===== src/design/jexif_pkg.sv =====
// ----------------------------------------------------------------------------
// jexif_pkg
// Types and constants shared by the segment extractor modules.
// ----------------------------------------------------------------------------
`default_nettype none

package jexif_pkg;

    localparam logic [7:0] MK_PREFIX     = 8'hFF;
    localparam logic [7:0] MK_SOI        = 8'hD8;
    localparam logic [7:0] MK_EOI        = 8'hD9;
    localparam logic [7:0] MK_SOS        = 8'hDA;
    localparam logic [7:0] TARGET_RESET  = 8'hE1;
    localparam logic [7:0] ORDER_MM      = 8'h4D;
    localparam logic [7:0] ORDER_II      = 8'h49;
    localparam logic [15:0] TIFF_MAGIC   = 16'd42;

    // "Exif\0\0"
    localparam logic [7:0] EXIF_SIG [6] = '{8'h45, 8'h78, 8'h69, 8'h66, 8'h00, 8'h00};

    typedef enum logic [3:0] {
        PH_SOI_FF   = 4'd0,
        PH_SOI_CODE = 4'd1,
        PH_MK_FF    = 4'd2,
        PH_MK_CODE  = 4'd3,
        PH_SKIP_HI  = 4'd4,
        PH_SKIP_LO  = 4'd5,
        PH_SKIP     = 4'd6,
        PH_SEG_HI   = 4'd7,
        PH_SEG_LO   = 4'd8,
        PH_SEG      = 4'd9
    } phase_t;

    typedef enum logic [3:0] {
        ST_SCAN      = 4'd0,
        ST_PAYLOAD   = 4'd1,
        ST_HEADER_OK = 4'd2,
        ST_NOT_JPEG  = 4'd3,
        ST_BAD_PFX   = 4'd4,
        ST_NO_SEG    = 4'd5,
        ST_BAD_EXIF  = 4'd6,
        ST_BAD_TIFF  = 4'd7,
        ST_TRUNC     = 4'd8,
        ST_SHORT_LEN = 4'd9
    } status_t;

    typedef struct packed {
        status_t     status;
        logic        payload_valid;
        logic [7:0]  payload_byte;
        logic [15:0] payload_index;
        logic        payload_last;
        logic        big_endian;
        logic [31:0] ifd_offset;
    } result_t;

    localparam int TDATA_W = 64;

endpackage

`default_nettype wire


===== src/design/jexif_core.sv =====
// ----------------------------------------------------------------------------
// jexif_core
// Marker scan state and per-byte result logic, one byte per enabled cycle.
// ----------------------------------------------------------------------------
`default_nettype none

module jexif_core
    import jexif_pkg::*;
(
    input  wire logic       clk,
    input  wire logic       rst_n,
    input  wire logic       step,
    input  wire logic [7:0] data_byte,
    input  wire logic       first_of_file,
    input  wire logic       last_of_file,
    input  wire logic [7:0] target_marker,
    output result_t         result
);

    phase_t      phase_reg,  phase_next;
    logic [7:0]  len_hi_reg, len_hi_next;
    logic [15:0] remain_reg, remain_next;
    logic [15:0] pos_reg,    pos_next;
    logic        hdr_ok_reg, hdr_ok_next;
    logic        ord_ok_reg, ord_ok_next;
    logic        big_reg,    big_next;
    logic [15:0] magic_reg,  magic_next;
    logic [31:0] offset_reg, offset_next;
    logic        done_reg,   done_next;

    always_comb
    begin
        phase_t      ph;
        logic [15:0] len;
        logic [15:0] rem_dec;
        logic [15:0] rel;

        // a new file clears the parse before its first byte is taken
        if (first_of_file)
        begin
            ph          = PH_SOI_FF;
            len_hi_next = '0;
            remain_next = '0;
            pos_next    = '0;
            hdr_ok_next = 1'b0;
            ord_ok_next = 1'b0;
            big_next    = 1'b0;
            magic_next  = '0;
            offset_next = '0;
            done_next   = 1'b0;
        end
        else
        begin
            ph          = phase_reg;
            len_hi_next = len_hi_reg;
            remain_next = remain_reg;
            pos_next    = pos_reg;
            hdr_ok_next = hdr_ok_reg;
            ord_ok_next = ord_ok_reg;
            big_next    = big_reg;
            magic_next  = magic_reg;
            offset_next = offset_reg;
            done_next   = done_reg;
        end
        phase_next = ph;
        len        = {len_hi_next, data_byte};
        rem_dec    = remain_next - 16'd1;
        rel        = pos_next - 16'd10;
        result     = '0;

        if (!done_next)
        begin
            unique case (ph)
                PH_SOI_FF:
                begin
                    if (data_byte == MK_PREFIX)
                        phase_next = PH_SOI_CODE;
                    else
                    begin
                        result.status = ST_NOT_JPEG;
                        done_next     = 1'b1;
                    end
                end
                PH_SOI_CODE:
                begin
                    if (data_byte == MK_SOI)
                        phase_next = PH_MK_FF;
                    else
                    begin
                        result.status = ST_NOT_JPEG;
                        done_next     = 1'b1;
                    end
                end
                PH_MK_FF:
                begin
                    if (data_byte == MK_PREFIX)
                        phase_next = PH_MK_CODE;
                    else
                    begin
                        result.status = ST_BAD_PFX;
                        done_next     = 1'b1;
                    end
                end
                PH_MK_CODE:
                begin
                    // target compared first so it may equal SOS, SOI or EOI
                    priority if (data_byte == target_marker)
                        phase_next = PH_SEG_HI;
                    else if (data_byte == MK_SOS)
                    begin
                        result.status = ST_NO_SEG;
                        done_next     = 1'b1;
                    end
                    else if (data_byte == MK_SOI || data_byte == MK_EOI)
                        phase_next = PH_MK_FF;
                    else
                        phase_next = PH_SKIP_HI;
                end
                PH_SKIP_HI:
                begin
                    len_hi_next = data_byte;
                    phase_next  = PH_SKIP_LO;
                end
                PH_SEG_HI:
                begin
                    len_hi_next = data_byte;
                    phase_next  = PH_SEG_LO;
                end
                PH_SKIP_LO:
                begin
                    remain_next = len - 16'd2;
                    phase_next  = (len == 16'd2) ? PH_MK_FF : PH_SKIP;
                end
                PH_SKIP:
                begin
                    remain_next = rem_dec;
                    if (rem_dec == 16'd0)
                        phase_next = PH_MK_FF;
                end
                PH_SEG_LO:
                begin
                    priority if (len < 16'd2)
                    begin
                        result.status = ST_SHORT_LEN;
                        done_next     = 1'b1;
                    end
                    else if (len == 16'd2)
                    begin
                        result.status = ST_BAD_EXIF;
                        done_next     = 1'b1;
                    end
                    else
                    begin
                        remain_next = len - 16'd2;
                        pos_next    = '0;
                        hdr_ok_next = 1'b1;
                        ord_ok_next = 1'b1;
                        big_next    = 1'b0;
                        magic_next  = '0;
                        offset_next = '0;
                        phase_next  = PH_SEG;
                    end
                end
                PH_SEG:
                begin
                    result.status        = ST_PAYLOAD;
                    result.payload_valid = 1'b1;
                    result.payload_byte  = data_byte;
                    result.payload_index = pos_next;

                    // header, byte order, magic and offset capture
                    if (pos_next < 16'd6)
                    begin
                        if (data_byte != EXIF_SIG[pos_next[2:0]])
                            hdr_ok_next = 1'b0;
                    end
                    else if (pos_next == 16'd6)
                    begin
                        priority if (data_byte == ORDER_MM)
                            big_next = 1'b1;
                        else if (data_byte == ORDER_II)
                            big_next = 1'b0;
                        else
                            ord_ok_next = 1'b0;
                    end
                    else if (pos_next == 16'd7)
                    begin
                        if (data_byte != (big_next ? ORDER_MM : ORDER_II))
                            ord_ok_next = 1'b0;
                    end
                    else if (pos_next < 16'd10)
                    begin
                        if (big_next)
                            magic_next = {magic_next[7:0], data_byte};
                        else if (pos_next[0])
                            magic_next = {data_byte, magic_next[7:0]};
                        else
                            magic_next = {magic_next[15:8], data_byte};
                    end
                    else if (pos_next < 16'd14)
                    begin
                        if (big_next)
                            offset_next = {offset_next[23:0], data_byte};
                        else
                            offset_next = offset_next
                                | ({24'd0, data_byte} << {rel[1:0], 3'b000});
                    end

                    remain_next = rem_dec;
                    if (rem_dec == 16'd0)
                    begin
                        result.payload_last = 1'b1;
                        done_next           = 1'b1;
                        priority if (pos_next < 16'd5 || !hdr_ok_next)
                            result.status = ST_BAD_EXIF;
                        else if (pos_next < 16'd13 || !ord_ok_next
                                 || magic_next != TIFF_MAGIC)
                            result.status = ST_BAD_TIFF;
                        else
                        begin
                            result.status     = ST_HEADER_OK;
                            result.big_endian = big_next;
                            result.ifd_offset = offset_next;
                        end
                    end
                    else
                        pos_next = pos_next + 16'd1;
                end
                default:
                begin
                    result.status = ST_BAD_PFX;
                    done_next     = 1'b1;
                end
            endcase

            if (last_of_file && !done_next)
            begin
                result.status = ST_TRUNC;
                done_next     = 1'b1;
            end
        end
    end

    always_ff @(posedge clk or negedge rst_n)
    begin
        if (!rst_n)
        begin
            phase_reg  <= PH_SOI_FF;
            len_hi_reg <= '0;
            remain_reg <= '0;
            pos_reg    <= '0;
            hdr_ok_reg <= 1'b0;
            ord_ok_reg <= 1'b0;
            big_reg    <= 1'b0;
            magic_reg  <= '0;
            offset_reg <= '0;
            done_reg   <= 1'b0;
        end
        else if (step)
        begin
            phase_reg  <= phase_next;
            len_hi_reg <= len_hi_next;
            remain_reg <= remain_next;
            pos_reg    <= pos_next;
            hdr_ok_reg <= hdr_ok_next;
            ord_ok_reg <= ord_ok_next;
            big_reg    <= big_next;
            magic_reg  <= magic_next;
            offset_reg <= offset_next;
            done_reg   <= done_next;
        end
    end

endmodule

`default_nettype wire


===== src/design/jpeg_exif_segment_extractor.sv =====
// ----------------------------------------------------------------------------
// jpeg_exif_segment_extractor
// JPEG marker scanner that extracts one marker segment and checks its Exif header.
// ----------------------------------------------------------------------------
// Usage: file bytes enter on the s_ channel, one byte per word; s_tuser marks
// the first byte of a file and s_tlast the final one. Every accepted word
// gives exactly one result word on the m_ channel: status and payload_valid
// in m_tuser, payload byte, index, byte order and IFD offset in m_tdata,
// and m_tlast on the final payload byte of the target segment.
// The cfg channel writes the target marker code (APP1 after reset); write it
// only while no word is in flight.
// Path: an accepted byte is held in the input register, then the parse logic
// writes its result word into the result register that drives m_.
// Throughput: one byte per cycle while m_tready stays high; the parse state
// in jexif_core updates once per accepted byte.
// Reset clears the parse state and both pipeline registers and restores the
// target marker. When m_tready is low the pipeline holds; up to two words
// are kept inside, and s_tready falls only once both stages are full.
// ----------------------------------------------------------------------------
`default_nettype none

module jpeg_exif_segment_extractor
    import jexif_pkg::*;
(
    input  wire logic               clk,
    input  wire logic               rst_n,
    input  wire logic               s_tvalid,
    output logic                    s_tready,
    input  wire logic [7:0]         s_tdata,   // [7:0] data_byte
    input  wire logic               s_tuser,   // [0] first_of_file
    input  wire logic               s_tlast,   // last_of_file
    output logic                    m_tvalid,
    input  wire logic               m_tready,
    output logic [TDATA_W-1:0]      m_tdata,   // [7:0] payload_byte, [23:8] payload_index,
                                               // [24] big_endian, [56:25] ifd_offset
    output logic [4:0]              m_tuser,   // [3:0] status, [4] payload_valid
    output logic                    m_tlast,   // payload_last
    input  wire logic               cfg_valid,
    output logic                    cfg_ready,
    input  wire logic [7:0]         cfg_data   // target_marker
);

    logic       in_valid_reg, in_valid_next;
    logic [7:0] in_byte_reg;
    logic       in_first_reg;
    logic       in_last_reg;
    logic       out_valid_reg, out_valid_next;
    result_t    out_reg;
    logic [7:0] target_reg;
    logic       advance;
    result_t    result;

    assign advance   = !out_valid_reg || m_tready;
    assign s_tready  = !in_valid_reg || advance;
    assign cfg_ready = 1'b1;

    always_comb
    begin
        in_valid_next  = in_valid_reg;
        out_valid_next = out_valid_reg;
        if (advance)
            out_valid_next = in_valid_reg;
        if (s_tready)
            in_valid_next = s_tvalid;
    end

    jexif_core u_core (
        .clk           (clk),
        .rst_n         (rst_n),
        .step          (in_valid_reg && advance),
        .data_byte     (in_byte_reg),
        .first_of_file (in_first_reg),
        .last_of_file  (in_last_reg),
        .target_marker (target_reg),
        .result        (result)
    );

    always_ff @(posedge clk or negedge rst_n)
    begin
        if (!rst_n)
        begin
            in_valid_reg  <= 1'b0;
            out_valid_reg <= 1'b0;
            target_reg    <= TARGET_RESET;
        end
        else
        begin
            in_valid_reg  <= in_valid_next;
            out_valid_reg <= out_valid_next;
            if (cfg_valid && cfg_ready)
                target_reg <= cfg_data;
        end
    end

    // payload registers
    always_ff @(posedge clk or negedge rst_n)
    begin
        if (!rst_n)
        begin
            in_byte_reg  <= '0;
            in_first_reg <= 1'b0;
            in_last_reg  <= 1'b0;
            out_reg      <= '0;
        end
        else
        begin
            if (s_tready && s_tvalid)
            begin
                in_byte_reg  <= s_tdata;
                in_first_reg <= s_tuser;
                in_last_reg  <= s_tlast;
            end
            if (advance && in_valid_reg)
                out_reg <= result;
        end
    end

    assign m_tvalid = out_valid_reg;
    assign m_tlast  = out_reg.payload_last;
    assign m_tuser  = {out_reg.payload_valid, out_reg.status};
    assign m_tdata  = {7'd0, out_reg.ifd_offset, out_reg.big_endian,
                       out_reg.payload_index, out_reg.payload_byte};

    // payload words only carry payload, end-of-segment or truncation verdicts
    assert property (@(posedge clk) disable iff (!rst_n)
        m_tvalid && m_tuser[4] |->
            (m_tuser[3:0] == ST_PAYLOAD || m_tuser[3:0] == ST_HEADER_OK
             || m_tuser[3:0] == ST_BAD_EXIF || m_tuser[3:0] == ST_BAD_TIFF
             || m_tuser[3:0] == ST_TRUNC))
        else $error("payload word with unexpected status");

    // a header-ok verdict always sits on the last payload byte
    assert property (@(posedge clk) disable iff (!rst_n)
        m_tvalid && m_tuser[3:0] == ST_HEADER_OK |-> m_tlast && m_tuser[4])
        else $error("header ok outside last payload byte");

    assert property (@(posedge clk) disable iff (!rst_n)
        m_tvalid && m_tlast |-> m_tuser[4])
        else $error("segment end without payload byte");

    // input only backs up when the result stage is full and stalled
    assert property (@(posedge clk) disable iff (!rst_n)
        !s_tready |-> m_tvalid && !m_tready && in_valid_reg)
        else $error("input stalled without downstream backpressure");

endmodule

`default_nettype wire


===== config.mk =====
export PLATFORM = sky130hd
export DESIGN_NAME = jpeg_exif_segment_extractor
export DESIGN_NICKNAME = d
export VERILOG_FILES = /design/src/design/jexif_pkg.sv /design/src/design/jexif_core.sv /design/src/design/jpeg_exif_segment_extractor.sv
export SDC_FILE = /design/constraint.sdc
export NUM_CORES = 1
export LEC_CHECK = 0
export ABC_AREA = 0
export BUFFER_PORTS_ARGS = -buffer_cell sky130_fd_sc_hd__buf_2
export CELL_PAD_IN_SITES_DETAIL_PLACEMENT = 1
export CELL_PAD_IN_SITES_GLOBAL_PLACEMENT = 1
export CORE_MARGIN = 3
export CORE_UTILIZATION = 41
export DETAILED_ROUTE_END_ITERATION = 16
export PLACE_DENSITY_LB_ADDON = 0.3
export RECOVER_POWER = 100
export SYNTH_ARGS = -nofsm -noshare
export SYNTH_HDL_FRONTEND = slang
export SYNTH_SLANG_ARGS = --single-unit

===== constraint.sdc =====
create_clock -name clk -period 3.37 [get_ports clk]
set_input_delay 0.1685 -clock clk [delete_from_list [all_inputs] [get_ports clk]]
set_output_delay 0.1685 -clock clk [all_outputs]
set_load 0.03 [all_outputs]

==> impl_summary.txt, run 1 <==
----------------------------------------------------
[Cells and area]
  Post-Route Utilization ... 0.490
  Flip-flop count of the largest register, all copies and words added ... 57
  Final net count ... 1,327
  Most common cell after layout, fill and taps aside ... nand2_1
  Most used cells in the layout excluding fill and tap cells ... nand2_1 (223), dfrtp_1 (174), o21ai_0 (87)
  Number of fill cells in the layout ... 2,962
  Synthesis-to-layout area growth ... 16.7%
  Fraction of final layout cells sized beyond drive strength 1 ... 0.120
  # diodes ... 0

[Placement]
  DPL Wire Length ... 24.4 mm
  Final GP Congestion ... 0.900
  IO buf count ... 87
  Pre-CTS setup slack ... 0.0897 ns

[Timing]
  RSZ-0062 raised after global routing ... yes
  Upper clock frequency limit ... 309 MHz
  Total of endpoints with negative setup slack in the final report ... 0
  Worst Max-Slew Pin Slew ... 2.12 ns
  Final critical-path required period ... 3.24 ns
  Final-report hold violation count ... 0
  Largest clock skew in the final design ... 0.0166 ns
  Final worst slack ... 0.133 ns
  Slew headroom ... -0.412
  Total negative setup slack ... 0 ns
  Number of pins with negative max-slew slack in the final report ... 77
  Crit share post-route ... 0.960

[Setup path]
  Worst reg2reg startpoint ... u_core.remain_reg[8]
  Worst-path cell with the longest stage delay ... or4_1
  Required time worst endpoint ... 3.71 ns
  Crit. End Element ... flop
  Crit Path Category ... reg2reg
  Critical path launch point type ... flop
  Minimum setup slack among reg-to-reg paths ... 0.13 ns
  Arr. time, crit path ... 3.58 ns
  Stage delay of the slowest cell on the critical path ... 0.72 ns
  Ordered list of cells on the worst path ... or4_1 -> nor4b_4 -> mux2i_1 -> nor4_4 -> nand3_2 -> nand2b_4 -> o31ai_1
  Worst path bufs/invs ... 0
  Cell family with most CP delay ... simple AND/OR/NAND/NOR gates
  Number of cells traversed by the worst register-to-register path ... 7
  Largest fanout on the critical path ... 17
  Critical register-to-register path endpoint ... m_tdata[44]
  Worst setup path startpoint ... u_core.remain_reg[8]

[Clock network]
  Clock sink count ... 179
  Largest buffer count on any clock path ... 2
  Clock latency of the later-clocked register in the worst-skew pair ... 0.45 ns
  Htree depth ... 4
  CTS buffer count ... 17
  Clock tree from TritonCTS ... done
  Root Driver ... clkbuf_16
  Clock slew seen by the registers of the worst setup and hold paths ... 0.08 ns

[Yosys]
  Synth async-reset ratio ... 1.00
  Number of enable flip-flop cells after synthesis ... 0
  Synthesized instance count ... 1,205
  Mapped Avg Cell Area ... 8.53 um2
  Cell Area, Synth ... 10,300 um2
  Number of distinct library cells after synthesis ... 78
  Share of Yosys cell area claimed by the top area cell type ... 0.426
  Top_reg_cell synth ... dfrtp_1
  Yosys reg bits ... 179
  Synth Warn # ... 0
  Yosys top cell by area ... dfrtp_1
  Post-synthesis sequential area ratio ... 0.436
  Synth area leaders ... dfrtp_1 (43%), nand2_1 (8.2%), o21ai_0 (4.3%), nor2_1 (3.1%), o211ai_1 (2.8%)

[GRT]
  Global routing usage summed across all routing layers ... 0.272
  Largest net degree at the start of global routing ... 91
  Number of global-route vias before repair ... 10,200
  Wire length of the first global-routing pass ... 57.8 mm
  Number of antenna violations at the first check in global routing ... 0
  Total congestion overflow after global routing ... 0

[Floorplan]
  Core ar. ... 24,500 um2
  Effective utilization at floorplan ... 0.420
  Boundary pin count ... 96
  Total Die Area ... 27,000 um2
  Floorplan die width ... 164 um
  Y dimension of the die ... 164 um
  Core Rows ... 57

[Detailed routing]
  Post-detailed-route DRC marker count ... 0
  Total length of routed wires ... 36.7 mm
  Violation count after the first detailed-routing iteration ... 765
  Remaining number of nets flagged by the antenna check after routing ... 0
  Pre-antenna DRT Iters ... 5
  Total via count in the routed design ... 9,907
  Drt wl/cell ... 22.5 um
  Drt via density ... 6.06

[Power and ir drop]
  Areal power density over the cells ... 508 nW/um2
  Leak pwr ... 5.17 nW
  Maximum resistive drop on vdd ... 0.291 mV
  Total power draw ... 6.09 mW

[Run]
  Count of maximum capacitance violations ... 1

[Hold path]
  Hold Path Origin ... m_tready
  Cell count of the worst hold path ... 3
  Worst hold path type ... in2reg
  Hold Crit Endpoint ... in_valid_reg

[Status]
  Status ... finished, violations left
  Failing checks ... capacitance limit, slew limit

----------------------------------------------------
-- what timing repair did --
action	4_1_cts	5_1_grt
hold buffers	19	0
setup endpoints to repair	0	38
resized for setup	0	7
setup buffers	0	1
endpoints found under the hold margin	93	0
-- synth_stat cells, types with 15 or more instances --
cell type,n
nand4_1,16
clkbuf_1,73
dfrtp_1,175
nand2_1,224
o21ai_0,88
nand3_1,29
mux2_2,18
o21ai_1,37
a21o_1,15
a21oi_1,55
nor2_1,84
inv_1,22
nor3_1,21
a22o_1,32
nor4_1,22
xor2_1,15
o211ai_1,39
-- layer usage --
layer	global-route usage	routed length [um]	up-vias
li1	-	-	4507
met1	0.373	16200	5029
met2	0.449	17700	316
met4	0.0750	814	0
met5	0	0	-
met3	0.0393	2010	55
-- power by group --
group | leakage, nW | switching [mW] | internal (mW)
combinational | 2.44 | 1.08 | 0.531
clock | 0.293 | 1.02 | 1.07
sequential | 2.43 | 0.156 | 2.24
total | 5.17 | 2.26 | 3.84
-- logic make-up (layout without fill, tap and decap cells) --
kind of cell,after synthesis,after routing,synth area share
xor gates and xnor gates,22,22,0.0188
AOI/OAI and AO/OA,357,357,0.227
adders and majority gates,6,6,0.00731
buffers and inverters,119,218,0.0491
and+or+nand+nor,491,492,0.230
other,2,8,0.000731
DFF,179,179,0.436
muxes,29,29,0.0304
-- worst max path at each step --
stage / cells after the start / end / slack, ns
6_report: 7 / m_tdata[44] / 0.13
5_1_grt: 11 / m_tdata[44] / -0.02
4_1_cts: 11 / m_tdata[44] / 0.06
2_1_floorplan: 14 / u_core.pos_reg[15] / 0.008
3_3_place_gp: 11 / m_tdata[45] / 0.27
3_5_place_dp: 9 / u_core.pos_reg[9] / 0.09
-- tightest hold or removal path: cells and delay by family --
kind | cells | cell delay (ns)
buf+inv | 1 | 0.08
simple gates | 2 | 0.22
-- area by class of cell --
| type | instances | area (um2) | area share |
|---|---|---|---|
| multi-input cells | 914 | 5370 | 0.448 |
| flip-flops and latches | 179 | 4490 | 0.374 |
| repair buffers | 163 | 1030 | 0.0861 |
| clock buffers | 17 | 425 | 0.0355 |
| well taps | 324 | 405 | 0.0338 |
| clock inverters | 15 | 189 | 0.0158 |
| inverters | 23 | 86.3 | 0.00720 |
-- through the flow --
stage               instance area (um2)  std cells  hold slack (ns)
finish                            12000       1635           0.0616
floorplan                         10300       1211           -0.127
detailed placement                11200       1581            0.238
global placement                  11200       1581            0.232
global route                      12000       1635           0.0491
CTS                               12000       1632           0.0326
(Power assumes the default switching activity.)
==> run 2: changes to the inputs <==
--- a/config.mk
+++ b/config.mk
@@ -9,6 +9,7 @@
 export BUFFER_PORTS_ARGS = -buffer_cell sky130_fd_sc_hd__buf_2
 export CELL_PAD_IN_SITES_DETAIL_PLACEMENT = 1
 export CELL_PAD_IN_SITES_GLOBAL_PLACEMENT = 1
+export CORE_ASPECT_RATIO = 0.5
 export CORE_MARGIN = 3
 export CORE_UTILIZATION = 41
 export DETAILED_ROUTE_END_ITERATION = 16
==> run 2 against run 1 <==
Compared with the run above:
- the run still ends with capacitance limit, slew limit left
- core utilization rose by 0.054 points
- via count rose by 0.75%
- clock skew fell by 0.0052 ns
- routed wire length barely moved
- register-to-register slack improved by 0.02 ns
- setup slack improved by 0.016 ns
==> impl_summary.txt, run 2 (synthesized netlist as in run 1, its figures left out) <==
----------------------------------------------------
[Setup path]
  Largest fanout on the critical path ... 7
  Required time worst endpoint ... 3.72 ns
  Minimum setup slack among reg-to-reg paths ... 0.15 ns
  Critical register-to-register path endpoint ... u_core.pos_reg[15]
  Crit. End Element ... flop
  Arr. time, crit path ... 3.57 ns
  Crit Path Category ... reg2reg
  Critical path launch point type ... flop
  Worst reg2reg startpoint ... in_first_reg
  Number of cells traversed by the worst register-to-register path ... 10

[Detailed routing]
  Pre-antenna DRT Iters ... 8
  Violation count after the first detailed-routing iteration ... 896
  Drt via density ... 6.06
  Total via count in the routed design ... 9,981
  Remaining number of nets flagged by the antenna check after routing ... 0
  Drt wl/cell ... 22.3 um
  Total length of routed wires ... 36.7 mm
  Post-detailed-route DRC marker count ... 0

[Placement]
  Instance area after placement ... 11,200 um2
  IO buf count ... 87
  Placed cells ... 1,591
  Final GP Congestion ... 0.909
  DPL Wire Length ... 24.4 mm

[Hold path]
  Worst hold path type ... in2reg
  Hold Path Origin ... m_tready
  Cell count of the worst hold path ... 3
  Hold Crit Endpoint ... in_valid_reg

[Clock network]
  Largest buffer count on any clock path ... 2
  Clock tree from TritonCTS ... done
  Clock sink count ... 179
  Htree depth ... 4
  Clock slew seen by the registers of the worst setup and hold paths ... 0.07 ns
  CTS buffer count ... 17
  Clock latency of the later-clocked register in the worst-skew pair ... 0.46 ns
  Root Driver ... clkbuf_16

[Timing]
  Largest clock skew in the final design ... 0.0114 ns
  Worst Max-Slew Pin Slew ... 2.59 ns
  Crit share post-route ... 0.956
  Upper clock frequency limit ... 310 MHz
  Number of pins with negative max-slew slack in the final report ... 91
  Slew headroom ... -0.727
  Total of endpoints with negative setup slack in the final report ... 0
  Final-report hold violation count ... 0
  Final critical-path required period ... 3.22 ns
  Total negative setup slack ... 0 ns

[GRT]
  Total congestion overflow after global routing ... 0
  Global routing usage summed across all routing layers ... 0.271
  Number of global-route vias before repair ... 10,400
  Largest net degree at the start of global routing ... 92
  Number of antenna violations at the first check in global routing ... 1
  Wire length of the first global-routing pass ... 58.5 mm

[Cells and area]
  Fin cells ... 1,646
  Synthesis-to-layout area growth ... 16.2%
  Post-route standard cell area excluding fillers ... 11,900 um2
  Flip-flop count of the largest register, all copies and words added ... 57
  Most used cells in the layout excluding fill and tap cells ... nand2_1 (223), dfrtp_1 (174), o21ai_0 (88)
  Fraction of final layout cells sized beyond drive strength 1 ... 0.115
  FF+latch area ... 4490 um2
  Most common cell after layout, fill and taps aside ... nand2_1
  Final net count ... 1,325
  Area of the multi-input gates ... 5390 um2
  Number of fill cells in the layout ... 2,971

[Power and ir drop]
  Total power draw ... 5.92 mW
  Proportion of power drawn by flip-flops and latches ... 0.405
  Net switching power ... 2.18 mW
  Gate power share ... 0.268
  Maximum resistive drop on vdd ... 0.287 mV
  Clock power share ... 0.327
  Leak pwr ... 5.11 nW
  Internal ... 3.74 mW
  Areal power density over the cells ... 496 nW/um2
  Switching power share of the total ... 0.368

[Run]
  Count of maximum capacitance violations ... 1

[Floorplan]
  Effective utilization at floorplan ... 0.422
  Floorplan die width ... 230 um
  Core ar. ... 24,300 um2
  Core Rows ... 40
  Total Die Area ... 27,100 um2
  Y dimension of the die ... 118 um
  Boundary pin count ... 96

[Status]
  Status ... finished, violations left
  Failing checks ... capacitance limit, slew limit

----------------------------------------------------
==> run 2: cell type report <==
type | count | share of cell area
multi-input combinational | 913 | 0.451
timing repair buffer | 162 | 0.0849
antenna | 1 | 0.000210
tap | 336 | 0.0352
inverter | 23 | 0.00723
clock buffer | 19 | 0.0371
clock inverter | 13 | 0.00828
sequential | 179 | 0.376
==> run 2: power groups by stage <==
stage | registers, mW | logic (mW) | clock network (mW)
floorplan | 2.38 | 1.04 | 0
CTS | 2.38 | 1.54 | 1.96
global placement | 2.42 | 1.48 | 0
finish | 2.40 | 1.58 | 1.94
detailed placement | 2.42 | 1.50 | 0
global route | 2.41 | 1.72 | 2.05
==> run 2: how the worst max path moves through the flow <==
| stage | start | endpoint | slack [ns] | cells past startpoint |
|---|---|---|---|---|
| after global routing | in_first_reg | u_core.pos_reg[13] | -0.03 | 10 |
| after floorplan | in_first_reg | u_core.pos_reg[15] | 0.008 | 14 |
| after detailed placement | u_core.remain_reg[0] | u_core.pos_reg[9] | 0.1 | 9 |
| final | in_first_reg | u_core.pos_reg[15] | 0.15 | 10 |
| after global placement | in_first_reg | m_tdata[43] | 0.22 | 11 |
| after CTS | u_core.remain_reg[0] | u_core.pos_reg[9] | 0.11 | 9 |
==> run 2: worst max-delay path: stages, from the launching register on <==
cell and delay (ns):
dfrtp_2 0.48, inv_1 0.13, nand2_1 0.12, ha_1 0.24, or4b_1 0.55, or4_1 0.58, nand2_1 0.14, nor4_4 0.10
a211o_1 0.30, and3_1 0.19, a211o_1 0.27
==> run 2: what timing repair did <==
action | in CTS | in global routing
endpoints found under the setup margin | 0 | 37
endpoints found under the hold margin | 103 | 0
setup buffers | 0 | 1
hold buffers | 20 | 0
gates resized for setup | 0 | 10
==> run 2: per-layer routing <==
| metal | part of all wire | vias to the layer above | global-route usage |
|---|---|---|---|
| li1 | - | 4511 | - |
| met4 | 0.033 | 0 | 0.124 |
| met2 | 0.48 | 315 | 0.446 |
| met5 | 0 | - | 0 |
| met3 | 0.050 | 77 | 0.0399 |
| met1 | 0.44 | 5078 | 0.355 |
==> run 2: stage by stage <==
stage,setup WS (ns),util,hold slack (ns)
final,0.149,0.491,0.0371
after detailed placement,0.0988,0.461,0.343
after global routing,-0.0339,0.491,0.0546
after floorplan,0.00754,-,-0.127
after CTS,0.108,0.492,0.0129
after global placement,0.222,0.461,0.333
